### config.mk
export PLATFORM = sky130hd
export DESIGN_NAME = vrc_div_cell
export DESIGN_NICKNAME = d
export VERILOG_FILES = /design/src/rtl/core/vrc_pkg.sv /design/src/rtl/core/vrc_div_cell.sv
export SDC_FILE = /design/constraint.sdc
export NUM_CORES = 1
export LEC_CHECK = 0
export BUFFER_PORTS_ARGS = -buffer_cell sky130_fd_sc_hd__clkbuf_2
export CAP_MARGIN = 20
export CORE_AREA = 3 3 568 570
export DETAILED_ROUTE_END_ITERATION = 10
export DIE_AREA = 0 0 571 573
export MAX_ROUTING_LAYER = met4
export PLACE_DENSITY = 0.33
export RECOVER_POWER = 25
export SLEW_MARGIN = 10
export SYNTH_ARGS = -nofsm -noshare
export SYNTH_HDL_FRONTEND = slang
export SYNTH_SLANG_ARGS = --single-unit
export TNS_END_PERCENT = 100
### constraint.sdc
create_clock -name clk_i -period 0.8 [get_ports clk_i]
set_input_delay 0.08 -clock clk_i [delete_from_list [all_inputs] [get_ports clk_i]]
set_output_delay 0.08 -clock clk_i [all_outputs]
set_load 0.1 [all_outputs]
### src/rtl/core/vrc_pkg.sv
`timescale 1ns / 1ps
// ----------------------------------------------------------------------------
// vrc_pkg
// Shared widths, pipeline bundles and helpers for the cell exit step block.
// ----------------------------------------------------------------------------
package vrc_pkg;

  localparam int POS_W    = 32;
  localparam int DIR_W    = 16;
  localparam int CELL_W   = 16;
  localparam int LEN_W    = 20;
  localparam int FRAC_W   = 16;
  localparam int DELTA_W  = POS_W + 2;
  localparam int PROD_W   = DELTA_W + DIR_W;
  localparam int QUO_W    = 48;
  localparam int TRIAL_W  = 52;
  localparam int SQ_W     = 2 * LEN_W;
  localparam int SQ_IN_W  = 2 * LEN_W + 2;
  localparam int ROOT_W   = LEN_W + 1;
  localparam int SREM_W   = ROOT_W + 3;
  localparam int NLANE    = 6;

  // item context carried along the divider row
  typedef struct packed {
    logic [2:0][POS_W-1:0]   pos;
    logic [2:0][CELL_W-1:0]  cidx;
    logic [2:0][DELTA_W-1:0] delta;
    logic [2:0]              tried;
    logic [2:0]              up;
  } ctx_t;

  // one restoring-divide lane: partial remainder, numerator/quotient shifter
  typedef struct packed {
    logic [DIR_W-1:0] rem;
    logic [QUO_W-1:0] nq;
    logic [DIR_W-1:0] den;
    logic             neg;
  } lane_t;

  typedef struct packed {
    logic                   valid;
    ctx_t                   ctx;
    lane_t [NLANE-1:0]      lane;
  } div_t;

  // result fields carried along the root row
  typedef struct packed {
    logic [2:0][POS_W-1:0]  exit_p;
    logic [2:0][CELL_W-1:0] next_c;
    logic                   found;
    logic                   sat;
  } res_t;

  typedef struct packed {
    logic               valid;
    res_t               res;
    logic [SQ_IN_W-1:0] n;
    logic [SREM_W-1:0]  rem;
    logic [ROOT_W-1:0]  root;
  } sqrt_t;

  // axis of the j-th off-plane lane for a face on axis a
  function automatic logic [1:0] other_axis(input logic [1:0] a, input logic j);
    logic [1:0] k;
    case (a)
      2'd0:    k = j ? 2'd2 : 2'd1;
      2'd1:    k = j ? 2'd2 : 2'd0;
      default: k = j ? 2'd1 : 2'd0;
    endcase
    return k;
  endfunction

  // face axes in trial order: y, x, z
  function automatic logic [1:0] face_axis(input logic [1:0] i);
    logic [1:0] a;
    case (i)
      2'd0:    a = 2'd1;
      2'd1:    a = 2'd0;
      default: a = 2'd2;
    endcase
    return a;
  endfunction

endpackage

### src/rtl/core/vrc_div_cell.sv
`timescale 1ns / 1ps
// ----------------------------------------------------------------------------
// vrc_div_cell
// One quotient bit for all six divide lanes; passes the item to the next cell.
// ----------------------------------------------------------------------------
module vrc_div_cell (
  input  logic          clk_i,
  input  logic          rst_ni,
  input  vrc_pkg::div_t in_i,
  output vrc_pkg::div_t out_o
);
  import vrc_pkg::*;

  div_t           d_d;
  div_t           q_q;
  logic [DIR_W:0] r2;
  logic           qb;

  always_comb begin
    d_d = in_i;
    r2  = '0;
    qb  = 1'b0;
    for (int l = 0; l < NLANE; l++) begin
      r2 = {in_i.lane[l].rem, in_i.lane[l].nq[QUO_W-1]};
      qb = (r2 >= {1'b0, in_i.lane[l].den});
      if (qb) begin
        d_d.lane[l].rem = DIR_W'(r2 - {1'b0, in_i.lane[l].den});
      end else begin
        d_d.lane[l].rem = r2[DIR_W-1:0];
      end
      d_d.lane[l].nq = {in_i.lane[l].nq[QUO_W-2:0], qb};
    end
  end

  always_ff @(posedge clk_i or negedge rst_ni) begin
    if (!rst_ni) begin
      q_q <= '0;
    end else begin
      q_q <= d_d;
    end
  end

  assign out_o = q_q;

endmodule

==> reports/qor.yml <==
violations: "hold timing, setup timing"
grt_pass1_wl_um: 324000
drv_slew: 0
multi_input_area_mm2: 0.00720
ctsLongestPathBuffers: 4
drt-initial-drc-count: 1005
syn-instance-count: 1565
rows: 207
boundaryPins: 1480
syn_nets: 2408
synth_edf_count: 0
cts_tree: "done"
netlist_top_cells_area: "dfrtp_1 76%, ha_1 4.9%, mux2_2 2.3%"
path_clk_slew_ns: 0.06
antenna_found_initial: 84
fin_nets: 5731
rsz0062_at_grt: "true"
drv_cap: 0
htreeDepth: 3
firstDrtPassIters: 4
hold_class: "in2reg"
critPathCaptureType: "flip-flop"
seqCellArea_mm2: 0.0194
setup_violations: 1536
gp_congestion: 0.940
drcViolationCount: 0
drive_gt1_frac: 0.626
setup_tns_ns: -738.26
hpwlAfterDp_um: 223000
required_ns: 1.44
p_per_area_mw_per_mm2: 2060
ys_ff_latch: 739
core_mm2: 0.318
routed_via_density: 2.91
cts_buffers: 106
synth_ff_type: "dfrtp_1"
max-vdd-ir-drop_mv: 1.75
status: "finished, violations left"
cts.sinks: 739
p_sw_frac: 0.375
syn_area_per_cell_um2: 15.5
netlist.area_leader.share: 0.762
p_seq_frac: 0.295
root_buffer: "clkbuf_16"
cp-start-kind: "input pin"
timing.hold.ws_ns: -0.563
maxSlewHeadroom: 0.499
start_util: 0.0764
synthArstFlopShare: 1.00
largest_reg_flops: 739
post-route-min-period_ns: 1.76
seq_area_frac_synth: 0.762
dieArea_mm2: 0.327
fillCellCount: 33817
hold_violations: 73
area_delta_synth_final_pct: 195
avgRoutedWirePerCell_um: 28.1
num_vias: 26671
synth_area_mm2: 0.0243
leakage_nw: 30.7
synth.top_cells.by_count: "739 x dfrtp_1, 115 x inv_1, 96 x ha_1"
synth_most_common_cell: "dfrtp_1"
arrival_ns: 2.40
worstMarginPinSlew_ns: 0.751
yosys_warnings: 0
layout_setup_ws_ns: -0.961
switchingPower_w: 0.0555
grt_usage: 0.158
p_int_w: 0.0925
synth_top_area_cell: "dfrtp_1"
fmax_mhz: 568
grt_pass1_vias: 29654
fp.dieH_um: 573
fin_crit_sh: 2.20
grt_max_degree: 46
ant_nets: 0
crit_type: "in2reg"
overflow: 0
synth.distinct_cells: 61
totalWireLength_um: 258000
die_width_um: 571
port_buffers: 1479
comb_power_share: 0.366
pwr-share-clk: 0.339
cp_max_fo: 7
-- worst paths after layout --
path	startpoint	endpoint	depth (start not counted)
max in group asynchronous	rst_ni	out_o[334]	4
min in group asynchronous	rst_ni	out_o[605]	3
hold / removal	in_i[332]	out_o[332]	1
setup / recovery	in_i[309]	out_o[315]	10
-- placed cells by master (no fill, tap or decap), types with 10 or more instances in the layout --
master         count
clkbuf_16        110
mux2_4            28
clkbuf_4          13
a21o_1            19
ha_1              28
inv_2             21
nor2_1            36
dfrtp_2          733
inv_1             77
o21a_1            16
buf_8             15
a21oi_1           48
nand2_4           11
mux2_2            27
bufinv_16         14
buf_12           770
o21ai_1           15
clkbuf_8          21
nand4_1           12
xor2_1            23
nand2_2           15
nand2_1           38
inv_4             10
xnor2_1           41
buf_4            361
clkbuf_1          58
a21oi_2           21
o21ai_0           21
dlygate4sd3_1   1311
o21ai_2           21
diode_2           21
nor3_1            12
ha_4              67
clkbuf_2         675
nand2b_1          15
buf_6             40
clkinv_2          13
nand3_1           12
-- cells by family after synthesis --
| kind of cell | share of synthesized area |
|---|---|
| flip-flops | 0.762 |
| buffers and inverters | 0.0215 |
| AO/OA/AOI/OAI | 0.0628 |
| adder cells (fa/ha/maj) | 0.0544 |
| XOR/XNOR | 0.0245 |
| AND/OR/NAND/NOR | 0.0440 |
| multiplexers | 0.0310 |
-- power by group through the flow --
stage / clock network (W) / registers, W / logic, W
floorplan: 0 / 0.0618 / 0.00473
global placement: 0 / 0.0444 / 0.0473
detailed placement: 0 / 0.0443 / 0.0472
CTS: 0.0526 / 0.0438 / 0.0541
global route: 0.0540 / 0.0439 / 0.0565
finish: 0.0502 / 0.0437 / 0.0541
-- stage by stage --
step	util	worst slack (ns)	instances	total power (W)	area, um^2
2_1_floorplan	-	-1.54	1565	0.0666	25900
3_3_place_gp	0.166	-1.90	7605	0.0917	52800
3_5_place_dp	0.166	-1.83	7605	0.0915	52800
4_1_cts	0.222	-1.01	9104	0.151	70500
5_1_grt	0.226	-0.936	9164	0.154	71700
6_report	0.226	-0.961	9168	0.148	71700
-- per-layer routing --
layer / global-route usage / part of all wire / vias to the layer above
met3: 0.0656 / 0.099 / 296
li1: - / - / 11965
met2: 0.260 / 0.48 / 1070
met5: - / 0 / -
met1: 0.181 / 0.40 / 13340
met4: 0.0254 / 0.019 / 0
-- cell type report --
type,instances,share of cell area
tap,4180,0.0729
clock inverter,41,0.00887
sequential,739,0.271
timing repair buffer,3229,0.498
clock buffer,146,0.0415
inverter,115,0.00714
multi-input combinational,697,0.100
antenna,21,0.000733
-- worst max-delay path, stage by stage --
cell and delay [ns]:
clkbuf_2 0.08, dlygate4sd3_1 0.61, ha_4 0.25, nand4_1 0.14, nor4_4 0.05, or4_4 0.44, o21ai_4 0.17, nand2_4 0.10
buf_12 0.15, mux2_4 0.31
-- repair_timing --
action                                  in CTS  in global routing
hold endpoints to repair                  1477                164
endpoints found under the setup margin     841                844
pin swaps                                   80                 89
setup buffers                               28                 24
hold buffers                              1283                 84
cloned                                       3                  1
resized for setup                          193                208
No activity file was read; power rests on OpenSTA's default activity.
