--- src/rtl/core/vrc_pkg.sv ---
`timescale 1ns / 1ps
// ----------------------------------------------------------------------------
// vrc_pkg
// Shared widths, pipeline bundles and helpers for the cell exit step block.
// ----------------------------------------------------------------------------
package vrc_pkg;

  localparam int POS_W    = 32;
  localparam int DIR_W    = 16;
  localparam int CELL_W   = 16;
  localparam int LEN_W    = 20;
  localparam int FRAC_W   = 16;
  localparam int DELTA_W  = POS_W + 2;
  localparam int PROD_W   = DELTA_W + DIR_W;
  localparam int QUO_W    = 48;
  localparam int TRIAL_W  = 52;
  localparam int SQ_W     = 2 * LEN_W;
  localparam int SQ_IN_W  = 2 * LEN_W + 2;
  localparam int ROOT_W   = LEN_W + 1;
  localparam int SREM_W   = ROOT_W + 3;
  localparam int NLANE    = 6;

  // item context carried along the divider row
  typedef struct packed {
    logic [2:0][POS_W-1:0]   pos;
    logic [2:0][CELL_W-1:0]  cidx;
    logic [2:0][DELTA_W-1:0] delta;
    logic [2:0]              tried;
    logic [2:0]              up;
  } ctx_t;

  // one restoring-divide lane: partial remainder, numerator/quotient shifter
  typedef struct packed {
    logic [DIR_W-1:0] rem;
    logic [QUO_W-1:0] nq;
    logic [DIR_W-1:0] den;
    logic             neg;
  } lane_t;

  typedef struct packed {
    logic                   valid;
    ctx_t                   ctx;
    lane_t [NLANE-1:0]      lane;
  } div_t;

  // result fields carried along the root row
  typedef struct packed {
    logic [2:0][POS_W-1:0]  exit_p;
    logic [2:0][CELL_W-1:0] next_c;
    logic                   found;
    logic                   sat;
  } res_t;

  typedef struct packed {
    logic               valid;
    res_t               res;
    logic [SQ_IN_W-1:0] n;
    logic [SREM_W-1:0]  rem;
    logic [ROOT_W-1:0]  root;
  } sqrt_t;

  // axis of the j-th off-plane lane for a face on axis a
  function automatic logic [1:0] other_axis(input logic [1:0] a, input logic j);
    logic [1:0] k;
    case (a)
      2'd0:    k = j ? 2'd2 : 2'd1;
      2'd1:    k = j ? 2'd2 : 2'd0;
      default: k = j ? 2'd1 : 2'd0;
    endcase
    return k;
  endfunction

  // face axes in trial order: y, x, z
  function automatic logic [1:0] face_axis(input logic [1:0] i);
    logic [1:0] a;
    case (i)
      2'd0:    a = 2'd1;
      2'd1:    a = 2'd0;
      default: a = 2'd2;
    endcase
    return a;
  endfunction

endpackage

--- src/rtl/core/vrc_sqrt_cell.sv ---
`timescale 1ns / 1ps
// ----------------------------------------------------------------------------
// vrc_sqrt_cell
// One root bit of the step length; passes the item to the next cell.
// ----------------------------------------------------------------------------
module vrc_sqrt_cell (
  input  logic           clk_i,
  input  logic           rst_ni,
  input  vrc_pkg::sqrt_t in_i,
  output vrc_pkg::sqrt_t out_o
);
  import vrc_pkg::*;

  sqrt_t             d_d;
  sqrt_t             q_q;
  logic [SREM_W-1:0] r4;
  logic [SREM_W-1:0] trial;

  always_comb begin
    d_d   = in_i;
    r4    = {in_i.rem[SREM_W-3:0], in_i.n[SQ_IN_W-1 -: 2]};
    trial = SREM_W'({in_i.root, 2'b01});
    d_d.n = {in_i.n[SQ_IN_W-3:0], 2'b00};
    if (r4 >= trial) begin
      d_d.rem  = r4 - trial;
      d_d.root = {in_i.root[ROOT_W-2:0], 1'b1};
    end else begin
      d_d.rem  = r4;
      d_d.root = {in_i.root[ROOT_W-2:0], 1'b0};
    end
  end

  always_ff @(posedge clk_i or negedge rst_ni) begin
    if (!rst_ni) begin
      q_q <= '0;
    end else begin
      q_q <= d_d;
    end
  end

  assign out_o = q_q;

endmodule

--- config.mk ---
export PLATFORM = sky130hd
export DESIGN_NAME = vrc_sqrt_cell
export DESIGN_NICKNAME = d
export VERILOG_FILES = /design/src/rtl/core/vrc_pkg.sv /design/src/rtl/core/vrc_sqrt_cell.sv
export SDC_FILE = /design/constraint.sdc
export NUM_CORES = 1
export LEC_CHECK = 0
export BUFFER_PORTS_ARGS = -buffer_cell sky130_fd_sc_hd__buf_2
export CAP_MARGIN = 10
export CORE_AREA = 10 10 176 178
export CTS_BUF_LIST = sky130_fd_sc_hd__clkbuf_4 sky130_fd_sc_hd__clkbuf_8 sky130_fd_sc_hd__clkbuf_16
export DETAILED_ROUTE_END_ITERATION = 8
export DIE_AREA = 0 0 186 188
export PLACE_DENSITY = 0.68
export SYNTH_ARGS = -nofsm -noshare
export SYNTH_HDL_FRONTEND = slang
export SYNTH_SLANG_ARGS = --single-unit
--- constraint.sdc ---
create_clock -name clk_i -period 0.8 [get_ports clk_i]
set_input_delay 0.16 -clock clk_i [delete_from_list [all_inputs] [get_ports clk_i]]
set_output_delay 0.16 -clock clk_i [all_outputs]
set_load 0.005 [all_outputs]
==> metrics.txt, run 1 <==
status finished, violations left; violated checks negative setup slack; async set-or-reset flop fraction in the synthesized netlist 100%; final worst slack -791 ps; stage delay of the slowest cell on the critical path 360 ps; number of global-route vias before repair 8,360; dominant cell type by area after synthesis sky130_fd_sc_hd__dfrtp_1; minimum setup slack after placement -1420 ps; critical path, cell by cell buf_8 -> inv_8 -> ha_4 -> nand4_1 -> or3_4 -> a21oi_2 -> a21oi_2 -> o21ai_4 -> buf_6 -> mux2_4; Synth Area in Simple Gates 4.89%; Avg Vias per Cell 4.38; Chip Width 186 microns; clock slew seen by the registers of the worst setup and hold paths 60 ps; kind of start point of the critical path input pin; dominant combinational cell family by area after synthesis compound AO/OA/AOI/OAI gates; aggregate negative setup slack -106,370 ps; pin count of the biggest net entering global routing 39; internal power component 23.0 mW; mean area per synthesized cell 15.4 sq um; Final ANT Viol Nets 0; count of pins on the block boundary 470; most used flip-flop cell after synthesis sky130_fd_sc_hd__dfrtp_1; FF+latch count, synth 232; FP Rows 61; synth unique cells 49; first-pass iteration count of the detailed router 4; mux cell area share after synthesis 1.10%; critical path peak fanout 6; arrival time of data at the critical path endpoint 1990 ps; complex-gate fraction of the synthesized area 8.26%; count of maximum capacitance violations 0; antenna violations before repair 11; cell at the root of the clock tree sky130_fd_sc_hd__clkbuf_16; Fill cells 2,207; Finished Cell Area 15,300 sq um; Setup crit end kind flip-flop; count of port buffers added during placement 465; proportion of power drawn by combinational gates 19.9%; RSZ-0062 raised after global routing yes; DRC viols 0; Area growth syn-to-layout 103%; clock network fraction of design power 38.8%; placement-stage cell area 11,200 sq um; adder-cell share of the synthesized area 3.82%; GR Util All Layers 20.9%; Seq pwr share 41.3%; Net Sw Frac 25.6%; via total after detailed routing 7,358; library cell with the highest instance count after synthesis sky130_fd_sc_hd__dfrtp_1; Leak Pwr 7.45 nW; number of hold violations in the final report 0; most frequent cells after synthesis sky130_fd_sc_hd__dfrtp_1 (232), sky130_fd_sc_hd__inv_1 (30), sky130_fd_sc_hd__a21oi_1 (27); flip-flop count of the largest register, all copies and words added 232; DRC marker count from the first detailed-route iteration 354; total power per unit cell area 2030 nW/um^2; critical path class input pin to flip-flop; min cycle time layout 1590 ps; Seq/Total Area, Yosys 77.1%; count of buffering cells on the critical path with inverters included 3; Core Region 27,500 sq um; CTS Sinks 232; buffers from clock root to sink, at most 3; Critical-path top delay cell sky130_fd_sc_hd__or3_4; starting density of the core 27.4%; Post-synth EDFFs 0; largest vdd supply drop 1510 uV; number of warning messages in the yosys log 0; total of endpoints with negative setup slack in the final report 257; RD Place Congestion 0.868; required time of the worst setup path 1200 ps; xor and xnor fraction of the mapped netlist area 2.21%; area share of the largest cell type after synthesis 77.1%; DRT Wirelength 38,100 microns; final critical-path share of the clock period 199%; H-tree depth 1; height of the die 188 microns; cell types with the largest area share after synthesis sky130_fd_sc_hd__dfrtp_1 (77%), sky130_fd_sc_hd__ha_1 (3.8%), sky130_fd_sc_hd__a21oi_1 (1.8%); number of nets in the finished design 1,573; overall overflow remaining after global route 0; TritonCTS clock tree built; Crit path top cell by count sky130_fd_sc_hd__a21oi_2; maximum achievable frequency 628 MHz; switching power total 7.92 mW; Worst Hold Slack 29.7 ps; fraction of final layout cells with drive strength greater than 1 54.6%; max-slew violations 0; Wirelength per Cell 22.7 microns; area of the die 35,000 sq um; worst hold path class input pin to flip-flop; HPWL after detailed placement 26,300 microns; number of buffers added by the clock tree synthesis step 26; family with the most delay on the worst path compound AO/OA/AOI/OAI gates; Mapped Area 7530 sq um; first-pass GRT wire length 54,900 microns; Mapped Cells 489
## placed cells by master, fill, tap and decap left out, types with 4 or more instances in the layout
cell type	synthesis	final
sky130_fd_sc_hd__inv_4	0	6
sky130_fd_sc_hd__diode_2	0	5
sky130_fd_sc_hd__dfrtp_1	232	232
sky130_fd_sc_hd__ha_4	0	19
sky130_fd_sc_hd__o21ai_0	16	11
sky130_fd_sc_hd__nand4_1	4	4
sky130_fd_sc_hd__a21oi_1	27	17
sky130_fd_sc_hd__buf_6	4	64
sky130_fd_sc_hd__ha_1	23	4
sky130_fd_sc_hd__a21oi_2	12	19
sky130_fd_sc_hd__xnor2_1	12	11
sky130_fd_sc_hd__clkbuf_8	0	5
sky130_fd_sc_hd__inv_1	30	14
sky130_fd_sc_hd__nor2_1	25	12
sky130_fd_sc_hd__clkbuf_4	0	4
sky130_fd_sc_hd__nor2_4	0	5
sky130_fd_sc_hd__buf_4	2	96
sky130_fd_sc_hd__a21o_1	4	4
sky130_fd_sc_hd__clkbuf_16	0	27
sky130_fd_sc_hd__mux2_4	4	6
sky130_fd_sc_hd__o21ai_1	2	5
sky130_fd_sc_hd__a21oi_4	1	4
sky130_fd_sc_hd__dlygate4sd3_1	0	230
sky130_fd_sc_hd__buf_2	4	404
sky130_fd_sc_hd__buf_8	0	6
sky130_fd_sc_hd__nor3_1	6	5
sky130_fd_sc_hd__o21a_1	5	5
sky130_fd_sc_hd__buf_12	0	5
sky130_fd_sc_hd__nand3_1	5	4
sky130_fd_sc_hd__xor2_1	7	7
sky130_fd_sc_hd__inv_2	0	9
sky130_fd_sc_hd__nor2_2	0	8
sky130_fd_sc_hd__nand2_1	26	21
## logic make-up after synthesis
group / Yosys count
AOI/OAI and AO/OA: 88
xor gates and xnor gates: 19
adders and majority gates: 23
buffers and inverters: 40
DFF: 232
muxes: 6
other: 1
and+or+nand+nor: 80
## power by group through the flow
stage	registers [mW]	logic [mW]	clock network, mW
floorplan	13.0	1.46	0
global placement	12.9	4.32	0
detailed placement	12.9	4.38	0
CTS	12.8	5.91	12.2
global route	12.9	6.60	12.8
finish	12.8	6.16	12.0
## stage by stage
| stage | instances | total power [mW] | utilization [%] |
|---|---|---|---|
| after floorplan | 490 | 14.5 | - |
| after global placement | 1384 | 17.2 | 40.8 |
| after detailed placement | 1384 | 17.3 | 40.8 |
| after CTS | 1671 | 30.8 | 54.8 |
| after global routing | 1681 | 32.2 | 55.6 |
| final | 1681 | 31.0 | 55.6 |
## metal layers
metal / share of wire, % / track usage [%]
met5: 0.15 / 0
met4: 5.2 / 10.6
met3: 9.1 / 7.21
met2: 51 / 36.8
met1: 35 / 21.5
## final cells by class
type	instances	area [sq um]	share of cell area, %
Timing Repair Buffer	806	5980	39.2
Sequential cell	232	5810	38.0
Multi-Input combinational cell	218	2050	13.4
Clock buffer	36	774	5.07
Tap cell	346	433	2.83
Inverter	30	135	0.885
Clock inverter	8	82.6	0.541
Antenna cell	5	12.5	0.0819
## path summary, 6_finish.rpt
check	slack, ps	endpoint	start	cells after the start
worst max-delay path	-790	out_o[41]	in_i[7]	10
worst min-delay path	30	out_o[22]	in_i[86]	4
max in group asynchronous	190	out_o[188]	rst_ni	3
min in group asynchronous	100	out_o[44]	rst_ni	2
## timing repair
item	in CTS	in global routing
endpoints found under the hold margin	461	1
endpoints found under the setup margin	257	257
hold buffers	229	1
cloned	2	0
buffers inserted	13	6
gates resized for setup	140	45
pin swaps	23	13
(Power assumes the default switching activity.)
==> inputs of run 2 (changes only) <==
--- a/config.mk
+++ b/config.mk
@@ -7,11 +7,11 @@
 export LEC_CHECK = 0
 export BUFFER_PORTS_ARGS = -buffer_cell sky130_fd_sc_hd__buf_2
 export CAP_MARGIN = 10
-export CORE_AREA = 10 10 176 178
+export CORE_AREA = 2 2 183 185
 export CTS_BUF_LIST = sky130_fd_sc_hd__clkbuf_4 sky130_fd_sc_hd__clkbuf_8 sky130_fd_sc_hd__clkbuf_16
 export DETAILED_ROUTE_END_ITERATION = 8
-export DIE_AREA = 0 0 186 188
-export PLACE_DENSITY = 0.68
+export DIE_AREA = 0 0 185 187
+export PLACE_DENSITY = 0.61
 export SYNTH_ARGS = -nofsm -noshare
 export SYNTH_HDL_FRONTEND = slang
 export SYNTH_SLANG_ARGS = --single-unit
==> constraint.sdc (replaced) <==
create_clock -name clk_i -period 0.8 [get_ports clk_i]
set_input_delay 0.12 -clock clk_i [delete_from_list [all_inputs] [get_ports clk_i]]
set_output_delay 0.12 -clock clk_i [all_outputs]
set_load 0.005 [all_outputs]
==> run 2 against run 1 <==
Against the previous run:
- sequential power about the same
- the flow still finishes with violations (negative setup slack)
- non-clock buffer count shrank 12
- largest cell class unchanged
- final area increased by 0.21%
- wire length fell by 16%
- hold slack worse by 15 ps
- flip-flop and latch count unchanged
- largest power group unchanged
- fmax increased by 3.5%
- power grew 0.99%
- global-route usage is 2.9 points lower
- clock power grew 4%
==> metrics.txt, run 2 (synthesis results as in run 1) <==
status finished, violations left; violated checks negative setup slack; CTS Sinks 232 (unchanged); number of nets in the finished design 1,562 (-0.70%); Core Region 32,900 sq um (+20%); total power per unit cell area 2040 nW/um^2 (+0.77%); Wirelength per Cell 18.1 microns (-20%); maximum achievable frequency 650 MHz (+3.5%); Worst Hold Slack 14.7 ps (-15.0 ps); pin count of the biggest net entering global routing 49 (+26%); Cell Count, Final, Fillers Out 1,772 (+5.4%); DRT Wirelength 32,100 microns (-16%); Rel. slew slack 67.2%; number of buffers added by the clock tree synthesis step 27 (+3.8%); critical path peak fanout 5 (-1); count of buffering cells on the critical path with inverters included 3 (unchanged); FP Rows 67 (+9.8%); final critical-path share of the clock period 192% (-6.7 points); Design Power 31.3 mW (+0.99%); count of maximum capacitance violations 0 (unchanged); final worst slack -738 ps (+53.8 ps); DRC viols 0 (unchanged); count of pins on the block boundary 470 (unchanged); total of endpoints with negative setup slack in the final report 257 (unchanged); count of port buffers added during placement 465 (unchanged); GR Util All Layers 18.0% (-2.9 points); Avg Vias per Cell 3.95 (-9.7%); first-pass iteration count of the detailed router 4 (unchanged); buffers from clock root to sink, at most 3 (unchanged); worst hold path class input pin to async pin; family with the most delay on the worst path simple AND/OR/NAND/NOR gates; arrival time of data at the critical path endpoint 1960 ps (-30 ps); proportion of power drawn by combinational gates 19.0% (-0.9 points); placement-stage cell area 11,300 sq um (+0.58%); Fill cells 2,928 (+33%); minimum setup slack after placement -1400 ps (+22.8 ps); fin util 46.6% (-9.0 points); first-pass GRT wire length 46,900 microns (-15%); Chip Width 185 microns (-0.54%); height of the die 187 microns (-0.53%); max-slew violations 0 (unchanged); Setup crit end kind flip-flop; most common cell after layout, fill and taps aside sky130_fd_sc_hd__buf_2; HPWL after detailed placement 22,200 microns (-16%); fraction of final layout cells with drive strength greater than 1 54.0% (-0.54 points); required time of the worst setup path 1220 ps (+20 ps); area of the die 34,600 sq um (-1.1%); Crit path top cell by count sky130_fd_sc_hd__a21oi_2; number of global-route vias before repair 7,703 (-7.9%); flip-flop count of the largest register, all copies and words added 232 (unchanged); kind of start point of the critical path input pin; clock network fraction of design power 40.1% (+1.3 points); RSZ-0062 raised after global routing yes; largest vdd supply drop 1500 uV (-0.61%); H-tree depth 1 (unchanged); RD Place Congestion 0.829 (-4.5%); aggregate negative setup slack -99,050 ps (+7320 ps); internal power component 23.4 mW (+1.6%); Net Sw Frac 25.1% (-0.48 points); Leak Pwr 7.39 nW (-0.71%); antenna violations before repair 4 (-7); slew at the pin closest to its max-slew limit 488 ps; clock slew seen by the registers of the worst setup and hold paths 60 ps (about the same); critical path class input pin to flip-flop; Critical-path top delay cell sky130_fd_sc_hd__or3_4; number of hold violations in the final report 0 (unchanged); Seq pwr share 40.9% (-0.4 points); Final ANT Viol Nets 0 (unchanged); Finished Cell Area 15,300 sq um (+0.21%); TritonCTS clock tree built; stage delay of the slowest cell on the critical path 410 ps (+50 ps); Area growth syn-to-layout 103%; number of cells in the design after placement 1,476 (+6.6%); critical path, cell by cell buf_12 -> inv_8 -> ha_4 -> nand4_1 -> or3_4 -> a21oi_2 -> a21oi_2 -> o21ai_4 -> buf_6 -> mux2_4; starting density of the core 22.9% (-4.5 points); overall overflow remaining after global route 0 (unchanged); min cycle time layout 1540 ps (-53.8 ps); cell at the root of the clock tree sky130_fd_sc_hd__clkbuf_16; switching power total 7.84 mW (-0.92%); commonest cells after routing, fill and taps aside sky130_fd_sc_hd__buf_2 (408), sky130_fd_sc_hd__dlygate4sd3_1 (233), sky130_fd_sc_hd__dfrtp_1 (232); via total after detailed routing 7,007 (-4.8%); DRC marker count from the first detailed-route iteration 175 (-51%)
## run 2: cell types whose count changed in the layout (fill, tap and decap cells not counted), moves of 3 or more
cell / before / now
sky130_fd_sc_hd__a21oi_1: 17 / 13
sky130_fd_sc_hd__buf_4: 96 / 82
sky130_fd_sc_hd__buf_2: 404 / 408
sky130_fd_sc_hd__inv_4: 6 / 3
sky130_fd_sc_hd__buf_6: 64 / 58
sky130_fd_sc_hd__dlygate4sd3_1: 230 / 233
sky130_fd_sc_hd__buf_12: 5 / 8
sky130_fd_sc_hd__a21oi_2: 19 / 25
## run 2: layer usage
layer | share of wire, % | track usage [%] | vias to the layer above
met3 | 7.0 | 4.34 | 59
li1 | - | - | 3257
met2 | 50 | 31.2 | 269
met5 | 0 | 0 | -
met1 | 38 | 21.1 | 3422
met4 | 4.2 | 7.60 | 0
## run 2: cell type report
type                            count  area, sq um  share of cell area, %
Tap cell                          448          561                   3.66
Timing Repair Buffer              794         5890                   38.5
Sequential cell                   232         5810                   37.9
Clock buffer                       37          782                   5.11
Inverter                           30          128                  0.834
Multi-Input combinational cell    218         2010                   13.1
Antenna cell                        3         7.51                 0.0490
Clock inverter                     10          130                  0.850
## run 2: power by group through the flow
| stage | clock, mW | combinational, mW | sequential (mW) |
|---|---|---|---|
| 2_1_floorplan | 0 | 1.46 | 13.0 |
| 3_3_place_gp | 0 | 4.24 | 12.9 |
| 3_5_place_dp | 0 | 4.30 | 12.9 |
| 4_1_cts | 12.9 | 5.72 | 12.8 |
| 5_1_grt | 13.4 | 6.41 | 12.9 |
| 6_report | 12.5 | 5.93 | 12.8 |
## run 2: how the worst max path moves through the flow
stage,from,end,slack [ps],cells past startpoint
after floorplan,in_i[7],out_o[28],-1130,10
after global placement,in_i[7],out_o[25],-1360,10
after detailed placement,in_i[7],out_o[39],-1400,11
after CTS,in_i[23],out_o[39],-740,9
after global routing,in_i[0],out_o[39],-790,10
final,in_i[7],out_o[39],-740,10
## run 2: timing repair
item / 4_1_cts / 5_1_grt
hold buffers: 233 / 0
setup buffers: 9 / 4
gates cloned: 1 / 1
setup endpoints to repair: 257 / 257
hold endpoints to repair: 463 / 0
pin swaps: 16 / 12
resized for setup: 121 / 47
==> inputs of run 3 (changes only) <==
--- a/config.mk
+++ b/config.mk
@@ -7,11 +7,11 @@
 export LEC_CHECK = 0
 export BUFFER_PORTS_ARGS = -buffer_cell sky130_fd_sc_hd__buf_2
 export CAP_MARGIN = 10
-export CORE_AREA = 2 2 183 185
+export CORE_AREA = 2 2 182 184
 export CTS_BUF_LIST = sky130_fd_sc_hd__clkbuf_4 sky130_fd_sc_hd__clkbuf_8 sky130_fd_sc_hd__clkbuf_16
 export DETAILED_ROUTE_END_ITERATION = 8
-export DIE_AREA = 0 0 185 187
-export PLACE_DENSITY = 0.61
+export DIE_AREA = 0 0 184 186
+export PLACE_DENSITY = 0.63
 export SYNTH_ARGS = -nofsm -noshare
 export SYNTH_HDL_FRONTEND = slang
 export SYNTH_SLANG_ARGS = --single-unit
==> constraint.sdc (replaced) <==
create_clock -name clk_i -period 1.3 [get_ports clk_i]
set_input_delay 0.195 -clock clk_i [delete_from_list [all_inputs] [get_ports clk_i]]
set_output_delay 0.195 -clock clk_i [all_outputs]
set_load 0.005 [all_outputs]
==> run 3 against run 2 <==
Against the previous run:
- the run still ends with negative setup slack left
- critical path depth is 1 lower
- count of clock-buffer cells in the layout fell by 4
- final cell count decreased by 2.5%
- power is 39% lower
- wire length is 0.40% lower
- worst setup slack improved by 320 ps
- final area shrank 2.7%
- largest cell class is now registers
- critical endpoint unchanged
- largest power group unchanged
==> metrics.txt, run 3 (synthesis results as in run 1) <==
number of nets in the finished design 1,557 (-0.32%); fraction of final layout cells with drive strength greater than 1 53.3% (-0.71 points); Wirelength per Cell 18.5 microns (+2.1%); RSZ-0062 raised after global routing yes; aggregate negative setup slack -6580 ps (+92,480 ps); most utilized layer in the global route result met2; number of buffers added by the clock tree synthesis step 26 (-3.7%); required time of the worst setup path 1710 ps (+490 ps); number of global-route vias before repair 7,770 (+0.87%); DRC marker count from the first detailed-route iteration 160 (-8.6%); number of cells in the design after placement 1,445 (-2.1%); Net Sw Frac 24.8% (-0.26 points); Final ANT Viol Nets 0 (unchanged); fin util 46.2% (-0.36 points); instance count along the most critical hold path 4; Design Power 19.1 mW (-39%); met1 demand-to-capacity share in global routing 21.3% (+0.20 points); clock slew seen by the registers of the worst setup and hold paths 60 ps (about the same); commonest cells after routing, fill and taps aside sky130_fd_sc_hd__buf_2 (452), sky130_fd_sc_hd__dfrtp_1 (232), sky130_fd_sc_hd__dlygate4sd3_1 (227); min cycle time layout 1720 ps; overall overflow remaining after global route 0 (unchanged); total of endpoints with negative setup slack in the final report 25 (-90%); status finished, violations left; Cell Count, Final, Fillers Out 1,728 (-2.5%); Setup crit end kind flip-flop; first-pass GRT wire length 46,600 microns (-0.74%); GR Util All Layers 18.0% (+0.065 points); count of port buffers added during placement 465 (unchanged); worst hold endpoint out_o[22]; Leak Pwr 7.29 nW (-1.4%); Chip Width 184 microns (-0.54%); final worst slack -418 ps (+320 ps); violated checks negative setup slack; RD Place Congestion 0.836 (+0.88%); cell at the root of the clock tree sky130_fd_sc_hd__clkbuf_16; proportion of power drawn by combinational gates 18.2% (-0.8 points); arrival time of data at the critical path endpoint 2130 ps (+170 ps); number of hold violations in the final report 0 (unchanged); critical path, cell by cell buf_8 -> ha_4 -> a21o_1 -> a21oi_4 -> a2111oi_4 -> or3_4 -> a221oi_2 -> xnor2_1 -> mux2_4; worst hold path class input pin to flip-flop; CTS Sinks 232 (unchanged); Avg Vias per Cell 4.10 (+3.7%); Fill cells 2,912 (-0.55%); kind of start point of the critical path input pin; Core Region 32,200 sq um (-2.0%); final critical-path share of the clock period 132%; clock network fraction of design power 40.6% (+0.5 points); first-pass iteration count of the detailed router 4 (unchanged); count of pins on the block boundary 470 (unchanged); Seq pwr share 41.2% (+0.3 points); hold wc startpoint in_i[86]; critical path peak fanout 5 (unchanged); DRT Wirelength 31,900 microns (-0.40%); largest vdd supply drop 859 uV (-43%); max-slew violations 0 (unchanged); met2 demand-to-capacity share in global routing 32.0% (+0.79 points); switching power total 4.73 mW (-40%); met3 Usage GRT 3.74% (-0.60 points); count of maximum capacitance violations 0 (unchanged); DRC viols 0 (unchanged); Area growth syn-to-layout 97.8%; via total after detailed routing 7,088 (+1.2%); pin count of the biggest net entering global routing 55 (+12%); most common cell after layout, fill and taps aside sky130_fd_sc_hd__buf_2; critical path class input pin to flip-flop; starting density of the core 23.4% (+0.47 points); FP Rows 66 (-1.5%); height of the die 186 microns (-0.53%); HPWL after detailed placement 23,200 microns (+4.7%); stage delay of the slowest cell on the critical path 430 ps (+20 ps); total power per unit cell area 1280 nW/um^2 (-37%); Worst Hold Slack 37.7 ps (+23.0 ps); Critical-path top delay cell sky130_fd_sc_hd__or3_4; area of the die 34,200 sq um (-1.1%); maximum achievable frequency 582 MHz; antenna violations before repair 2 (-2); TritonCTS clock tree built; internal power component 14.3 mW (-39%); flip-flop count of the largest register, all copies and words added 232 (unchanged); buffers from clock root to sink, at most 3 (unchanged); H-tree depth 1 (unchanged)
run 3: cell types whose count changed in the layout (fill, tap and decap cells not counted), sizes merged, moves of 2 or more:
cell         previous run  this run
buf                   560       562
clkinvlp                3         5
clkinv                  4         6
clkbuf                 38        34
dlygate4sd3           233       227
run 3: layer usage:
metal	part of all wire (%)	wire, microns
met1	39	12400
met3	6.2	1980
met4	4.2	1340
met5	0	0
met2	51	16200
run 3: layout make-up:
class | instances | area [sq um] | area share, %
tap | 408 | 510 | 3.43
clock buffer | 33 | 752 | 5.05
timing repair buffer | 790 | 5540 | 37.2
multi-input combinational | 218 | 1970 | 13.2
antenna | 2 | 5.00 | 0.0336
inverter | 30 | 128 | 0.857
sequential | 232 | 5810 | 39.0
clock inverter | 15 | 174 | 1.17
run 3: worst max-delay path by stage:
stage,start,endpoint,slack (ps),depth (start not counted)
2_1_floorplan,in_i[7],out_o[28],-700,10
3_3_place_gp,in_i[9],out_o[39],-1050,10
3_5_place_dp,in_i[9],out_o[43],-1050,10
4_1_cts,in_i[9],out_o[43],-320,10
5_1_grt,in_i[23],out_o[39],-420,9
6_report,in_i[23],out_o[39],-420,9
run 3: stage by stage:
stage / instance area (sq um) / setup slack [ps]
6_report: 14900 / -418
5_1_grt: 14900 / -415
4_1_cts: 14700 / -316
3_5_place_dp: 11300 / -1050
3_3_place_gp: 11300 / -1050
2_1_floorplan: 7760 / -703
run 3: critical path: cells and delay by family:
kind                       cells  cell delay [ps]
and+or+nand+nor                1              430
xor gates and xnor gates       1              100
buffers and inverters          1              100
adders and majority gates      1              250
AOI/OAI and AO/OA              4              790
muxes                          1              250
run 3: timing repair:
item | CTS | global route
hold buffers | 227 | 0
endpoints found under the setup margin | 29 | 30
buffers inserted | 3 | 2
pin swaps | 9 | 10
hold endpoints to repair | 458 | 0
cloned | 0 | 1
gates resized for setup | 44 | 44
run 3: power groups by stage:
stage	clock network, mW	logic [mW]	registers (mW)
floorplan	0	0.896	8.03
global placement	0	2.66	7.97
detailed placement	0	2.70	7.96
CTS	7.97	3.37	7.85
global route	8.31	3.76	7.89
finish	7.73	3.47	7.85
